**src/sv/pcg_pkg.sv**
```systemverilog
// Package for the PCG32 generator: payload types, codes, constants and the output permutation.
package pcg_pkg;

  // LCG multiplier, split into 32-bit halves for the shared multiplier
  localparam logic [63:0] LCG_MULT    = 64'd6364136223846793005;
  localparam logic [31:0] LCG_MULT_LO = LCG_MULT[31:0];
  localparam logic [31:0] LCG_MULT_HI = LCG_MULT[63:32];
  localparam logic [63:0] INC_RESET   = 64'd1442695040888963407;

  // Request modes
  localparam logic [1:0] MODE_SEED   = 2'd0;
  localparam logic [1:0] MODE_DRAW32 = 2'd1;
  localparam logic [1:0] MODE_DRAW64 = 2'd2;

  typedef struct packed {
    logic [1:0]  mode;
    logic [63:0] seed_value;
  } pcg_in_t;

  typedef struct packed {
    logic [63:0] random_value;
    logic        is_wide;
  } pcg_out_t;

  // Multiply-accumulate controls
  typedef struct packed {
    logic load;    // acc = product + addend
    logic add_hi;  // acc += product << 32
  } mac_ctl_t;

  // XSH-RR permutation of the pre-step state
  function automatic logic [31:0] xsh_rr(input logic [63:0] s);
    logic [63:0] xs;
    logic [31:0] x;
    logic [4:0]  r;
    logic [63:0] dbl;
    logic [63:0] rot;
    xs  = (s >> 18) ^ s;
    x   = xs[58:27];
    r   = s[63:59];
    dbl = {x, x};
    rot = dbl >> r;
    return rot[31:0];
  endfunction

endpackage

```
**src/sv/pcg_mac.sv**
```systemverilog
// Shared 32x32 multiplier with a registered product and a 64-bit accumulator.
module pcg_mac
  import pcg_pkg::*;
(
  input  logic        clk,
  input  logic [31:0] op_a,
  input  logic [31:0] op_b,
  input  mac_ctl_t    ctl,
  input  logic [63:0] addend,
  output logic [63:0] acc
);

  logic [63:0] prod_r;
  logic [63:0] acc_r;
  logic [63:0] acc_nxt;

  // Accumulate step: full load, or add into the upper word only
  always_comb begin
    acc_nxt = acc_r;
    if (ctl.load) begin
      acc_nxt = prod_r + addend;
    end else if (ctl.add_hi) begin
      acc_nxt = {acc_r[63:32] + prod_r[31:0], acc_r[31:0]};
    end
  end

  always_ff @(posedge clk) begin
    prod_r <= op_a * op_b;
    acc_r  <= acc_nxt;
  end

  assign acc = acc_r;

endmodule

```
**src/sv/pcg32_random_generator_unit.sv**
```systemverilog
// Top level of the PCG32 XSH-RR generator: sequencer, state, config and output register.
//
// Input channel (in_valid / in_stall / in_data): one request per transaction.
//   Mode 0 reseeds (state = seed + increment, then one discarded step), no result.
//   Mode 1 returns one 32-bit draw, mode 2 returns two draws packed into 64 bits
//   (first draw high). Mode 3 is dropped without effect.
// Output channel (out_valid / out_stall / out_data): one transaction per draw request.
// Config port: cfg_wr_en / cfg_wr_data write the increment; write only while idle.
// Sequence: each LCG step runs through ST_MUL0, ST_MUL1, ST_MUL2, ST_MUL3 and ST_UPD on the
//   one shared 32x32 multiplier (three partial products, accumulate, state update). A mode 1
//   result goes to the output register after one step, a mode 2 result after two; a reseed
//   occupies the block for one step. in_stall is high from acceptance until the
//   result has been loaded into the output register.
// Stall: a waiting result sits in the output register; the next request can be
//   accepted meanwhile, and its own result waits until that register is free.
// Reset: state clears to zero, increment returns to its default, no output valid.
module pcg32_random_generator_unit
  import pcg_pkg::*;
(
  input  logic        clk,
  input  logic        rst_n,
  input  logic        in_valid,
  output logic        in_stall,
  input  pcg_in_t     in_data,
  output logic        out_valid,
  input  logic        out_stall,
  output pcg_out_t    out_data,
  input  logic        cfg_wr_en,
  input  logic [63:0] cfg_wr_data
);

  typedef enum logic [6:0] {
    ST_IDLE = 7'b0000001,
    ST_MUL0 = 7'b0000010,
    ST_MUL1 = 7'b0000100,
    ST_MUL2 = 7'b0001000,
    ST_MUL3 = 7'b0010000,
    ST_UPD  = 7'b0100000,
    ST_OUT  = 7'b1000000
  } seq_state_t;

  seq_state_t  state_r, state_nxt;
  logic [63:0] lcg_r, lcg_nxt;
  logic [63:0] inc_r;
  logic [63:0] word_r, word_nxt;
  logic        more_r, more_nxt;   // second draw still to run
  logic        emit_r, emit_nxt;   // request produces a result
  logic        wide_r, wide_nxt;
  logic        out_valid_r, out_valid_nxt;
  pcg_out_t    out_data_r, out_data_nxt;

  logic [31:0] op_a, op_b;
  mac_ctl_t    mac_ctl;
  logic [63:0] acc;
  logic        in_acc;
  logic        out_free;

  assign in_acc   = in_valid && !in_stall;
  assign out_free = !out_valid_r || !out_stall;
  assign in_stall = (state_r != ST_IDLE);

  pcg_mac u_mac (
    .clk    (clk),
    .op_a   (op_a),
    .op_b   (op_b),
    .ctl    (mac_ctl),
    .addend (inc_r),
    .acc    (acc)
  );

  // Sequencer
  always_comb begin
    state_nxt     = state_r;
    lcg_nxt       = lcg_r;
    word_nxt      = word_r;
    more_nxt      = more_r;
    emit_nxt      = emit_r;
    wide_nxt      = wide_r;
    out_valid_nxt = out_valid_r && out_stall;
    out_data_nxt  = out_data_r;
    op_a          = lcg_r[31:0];
    op_b          = LCG_MULT_LO;
    mac_ctl       = '0;
    unique case (state_r)
      ST_IDLE: begin
        if (in_acc) begin
          word_nxt = '0;
          more_nxt = (in_data.mode == MODE_DRAW64);
          wide_nxt = (in_data.mode == MODE_DRAW64);
          emit_nxt = (in_data.mode == MODE_DRAW32) || (in_data.mode == MODE_DRAW64);
          if (in_data.mode == MODE_SEED) begin
            lcg_nxt   = in_data.seed_value + inc_r;
            state_nxt = ST_MUL0;
          end else if ((in_data.mode == MODE_DRAW32) || (in_data.mode == MODE_DRAW64)) begin
            state_nxt = ST_MUL0;
          end
        end
      end
      ST_MUL0: begin
        // low x low product issued; draw taken from the pre-step state
        word_nxt  = {word_r[31:0], xsh_rr(lcg_r)};
        state_nxt = ST_MUL1;
      end
      ST_MUL1: begin
        op_a         = lcg_r[63:32];
        mac_ctl.load = 1'b1;
        state_nxt    = ST_MUL2;
      end
      ST_MUL2: begin
        op_b           = LCG_MULT_HI;
        mac_ctl.add_hi = 1'b1;
        state_nxt      = ST_MUL3;
      end
      ST_MUL3: begin
        mac_ctl.add_hi = 1'b1;
        state_nxt      = ST_UPD;
      end
      ST_UPD: begin
        lcg_nxt = acc;
        if (more_r) begin
          more_nxt  = 1'b0;
          state_nxt = ST_MUL0;
        end else if (emit_r) begin
          state_nxt = ST_OUT;
        end else begin
          state_nxt = ST_IDLE;
        end
      end
      ST_OUT: begin
        if (out_free) begin
          out_valid_nxt             = 1'b1;
          out_data_nxt.random_value = word_r;
          out_data_nxt.is_wide      = wide_r;
          state_nxt                 = ST_IDLE;
        end
      end
      default: begin
        state_nxt = ST_IDLE;
      end
    endcase
  end

  // Control and architectural state
  always_ff @(posedge clk) begin
    if (!rst_n) begin
      state_r     <= ST_IDLE;
      lcg_r       <= '0;
      inc_r       <= INC_RESET;
      out_valid_r <= 1'b0;
      more_r      <= 1'b0;
      emit_r      <= 1'b0;
    end else begin
      state_r     <= state_nxt;
      lcg_r       <= lcg_nxt;
      out_valid_r <= out_valid_nxt;
      more_r      <= more_nxt;
      emit_r      <= emit_nxt;
      if (cfg_wr_en) begin
        inc_r <= cfg_wr_data;
      end
    end
  end

  // Payload registers
  always_ff @(posedge clk) begin
    word_r     <= word_nxt;
    wide_r     <= wide_nxt;
    out_data_r <= out_data_nxt;
  end

  assign out_valid = out_valid_r;
  assign out_data  = out_data_r;

endmodule

```
**config.mk**
```make
export PLATFORM = sky130hd
export DESIGN_NAME = pcg32_random_generator_unit
export DESIGN_NICKNAME = d
export VERILOG_FILES = /design/src/sv/pcg_pkg.sv /design/src/sv/pcg_mac.sv /design/src/sv/pcg32_random_generator_unit.sv
export SDC_FILE = /design/constraint.sdc
export NUM_CORES = 2
export LEC_CHECK = 0
export BUFFER_PORTS_ARGS = -buffer_cell sky130_fd_sc_hd__buf_2
export CAP_MARGIN = 30
export CORE_UTILIZATION = 60
export DETAILED_ROUTE_END_ITERATION = 8
export PLACE_DENSITY_LB_ADDON = 0.25
export SLEW_MARGIN = 20
export SYNTH_ARGS = -nofsm -noshare
export SYNTH_HDL_FRONTEND = slang
export SYNTH_HIERARCHICAL = 1
export SYNTH_SLANG_ARGS = --single-unit
```
**constraint.sdc**
```tcl
create_clock -name clk -period 23.6 [get_ports clk]
set_input_delay 2.36 -clock clk [delete_from_list [all_inputs] [get_ports clk]]
set_output_delay 2.36 -clock clk [all_outputs]
set_load 0.005 [all_outputs]
```
==> flow_metrics.py <==
metrics = {
    "sta": {
        "drv_slew": 0,
        "fmax_mhz": 96.01,
        "tightest_slew_ps": 1085,
        "maxSlewHeadroom_pct": 27.67,
        "setup_violations": 0,
        "min_period_ps": 10420,
        "fin_ws_ps": 13180,
        "finalClockSkew_ps": 39.84,
        "hold_violations": 0,
        "grt_setup_unrepaired": "false",
        "setup_tns_ps": 0,
        "layout_worst_path_cycle_share_pct": 44.13,
    },
    "power_and_ir_drop": {
        "pwr-share-clk_pct": 13.2,
        "leakage_nw": 29.27,
        "peakVddDrop_v": 0.0001022,
        "power_frac_comb_pct": 68.1,
        "p_int_mw": 2.577,
        "switchingPower_mw": 2.689,
        "p_per_area_nw_per_um2": 85.77,
        "seq_power_share_pct": 18.7,
        "netSwitchingFraction_pct": 51.06,
    },
    "synth": {
        "avgSynthCellArea_um2": 9.026,
        "synth.distinct_cells": 98,
        "synth_edf_count": 194,
        "post-synth-top-count-cell": "inv_1",
        "synth.ff_latch_count": 396,
        "yosysWarnings": 6,
        "syn_area_um2": 57790,
        "ys.flop_type": "dfxtp_1",
        "synthArstFlopShare_pct": 0,
        "yosysTopAreaCell": "fa_1",
        "synthTopCellsByArea": "fa_1 (31%), edfxtp_1 (10%), ha_1 (9.2%)",
        "ys_seq_area_share_pct": 17.08,
        "postSynthCellCount": 6403,
        "netlist.area_leader.share_pct": 31.14,
        "synthTopCellsByCount": "inv_1 (906), fa_1 (899), nand2_1 (840)",
    },
    "clock_tree": {
        "h-tree-depth": 2,
        "clockRootBuffer": "clkbuf_16",
        "cts_sinks": 396,
        "clock_latency_ps": 610,
        "cts_tree": "built",
        "path_clk_slew_ps": 60,
        "clk_path_buf_depth": 3,
        "hold_buffers": 0,
        "post_cts.repair.setup_buffers": 0,
        "postCtsResizedCells": 0,
        "cts_buffers": 42,
    },
    "setup_path": {
        "worst-setup-path-type": "register to register",
        "slowest_delay_ps": 690,
        "worstPathArrival_ps": 10900,
        "startpoint_type": "register",
        "cpMostUsedCell": "fa_1",
        "path_max_fanout": 63,
        "slowest_stage": "nand2_2",
        "required_ps": 24090,
        "end_kind": "register",
    },
    "finish": {
        "fin_nets": 7900,
        "syn2layout_area_growth_pct": 6.231,
        "nFillCells": 7945,
        "finish.instance_area_um2": 61400,
        "final_util_pct": 64.52,
        "layout-drive-gt1-share_pct": 5.916,
        "stdcell_count": 7766,
    },
    "hold_path": {
        "hold_path.class": "register to register",
    },
    "drt": {
        "ant_nets": 0,
        "firstDrtPassIters": 7,
        "dr_wl_met2_mm": 84.72,
        "wl_met3_mm": 16.30,
        "viasPerCell": 5.932,
        "vias": 46070,
        "first_iter_violations": 4557,
        "drc": 0,
        "wirelength_met1_mm": 69.55,
        "totalWireLength_mm": 181.2,
        "topRoutingLayerUsed": "met5",
        "wire_per_inst_um": 23.34,
    },
    "grt": {
        "grt_pass1_vias": 47120,
        "grt_overflow": 0,
        "antenna_found_initial": 19,
        "grt_start_max_net_pins": 140,
        "grt_pass1_wl_mm": 277.6,
        "grt.total_usage_pct": 37.52,
    },
    "placed_design": {
        "gp_congestion": 1.028,
        "placed_area_um2": 59880,
        "hpwlAfterDp_mm": 141.0,
        "pre_cts_slack_ps": 13070,
        "io_buffers": 201,
        "dp.cells": 7662,
    },
    "outcome": {
        "status": "finished, final reports clean",
    },
    "die": {
        "core_um2": 95150,
        "die-width_um": 312.4,
        "io_pins": 202,
        "die_h_um": 312.4,
        "initial_core_util_pct": 60.74,
        "die-area_um2": 97570,
        "num_rows": 113,
    },
    "job": {
        "cap_violations": 0,
    },
}
final cells by class:
| cell class | instances | area (um2) | area share (%) |
|---|---|---|---|
| Clock buffer | 51 | 1169 | 1.903 |
| Sequential cell | 396 | 9869 | 16.08 |
| Antenna cell | 27 | 67.56 | 0.1100 |
| Clock inverter | 24 | 255.2 | 0.4157 |
| Tap cell | 1265 | 1583 | 2.578 |
| Timing Repair Buffer | 256 | 1449 | 2.360 |
| Inverter | 908 | 3411 | 5.555 |
| Multi-Input combinational cell | 4839 | 43590 | 71.00 |
power by group through the flow:
stage	registers [mW]	clock network (mW)	logic (mW)
3_5_place_dp	0.989	0	3.45
2_1_floorplan	0.897	0	2.49
4_1_cts	0.975	0.705	3.49
3_3_place_gp	0.988	0	3.41
5_1_grt	0.979	0.730	3.92
6_report	0.984	0.695	3.59
per-stage QoR:
step / power, mW / hold WS, ps
after global routing: 5.625 / 420.4
after detailed placement: 4.444 / 405.4
after global placement: 4.399 / 400.4
after floorplan: 3.385 / 400.3
final: 5.266 / 415.9
after CTS: 5.165 / 419.8
path summary, 6_finish.rpt:
path / slack, ps / end / depth (start not counted) / startpoint
setup / recovery: 13180 / u_mac/prod_r[60] / 32 / state_r[0]
hold / removal: 420 / out_data[52] / 0 / word_r[51]
setup reg to reg: 13180 / u_mac/prod_r[60] / 32 / state_r[0]
hold reg to reg: 420 / out_data[52] / 0 / word_r[51]
cell usage in the layout, fill, tap and decap left out, types with 68 or more instances in the layout:
cell	netlist	layout
nand2_1	840	834
a21oi_1	362	360
and2_1	668	668
inv_1	906	904
nor2_1	222	221
nand4_1	68	68
xor2_1	80	80
mux2i_1	119	119
fa_1	899	899
buf_2	13	200
edfxtp_1	194	194
xnor2_1	135	135
conb_1	2	115
a21o_1	94	94
o21ai_0	182	177
dfxtp_1	202	202
ha_1	423	423
logic make-up after synthesis:
group / count (synthesis) / synth area share, %
xor gates and xnor gates: 215 / 3.258
adders and majority gates: 1322 / 40.30
other: 2 / 0.01299
DFF: 396 / 17.08
AOI/OAI and AO/OA: 998 / 10.87
and+or+nand+nor: 2051 / 17.56
buffers and inverters: 1281 / 8.348
muxes: 138 / 2.568
routing by layer:
metal | track usage (%) | vias up
met4 | 19.66 | 12
li1 | - | 20530
met2 | 60.85 | 2256
met3 | 6.934 | 544
met1 | 47.97 | 22730
met5 | 0 | -
sequential cells by signal, summed over array words and instances (netlist names):
signal,count
u_mac/acc,64
more_r,1
out_valid,1
state_r,7
inc_r,64
u_mac/prod_r,64
out_data,65
lcg_r,64
emit_r,1
wide_r,1
word_r,64
critical path: cells and delay by family (launching register included):
family	cells	cell delay (ps)
AO/OA/AOI/OAI	6	1120
XOR/XNOR	1	130
adder cells (fa/ha/maj)	9	4220
buffers and inverters	8	1950
flip-flops	1	330
AND/OR/NAND/NOR	8	2490
Note: power is estimated with default switching activity, not from simulation.
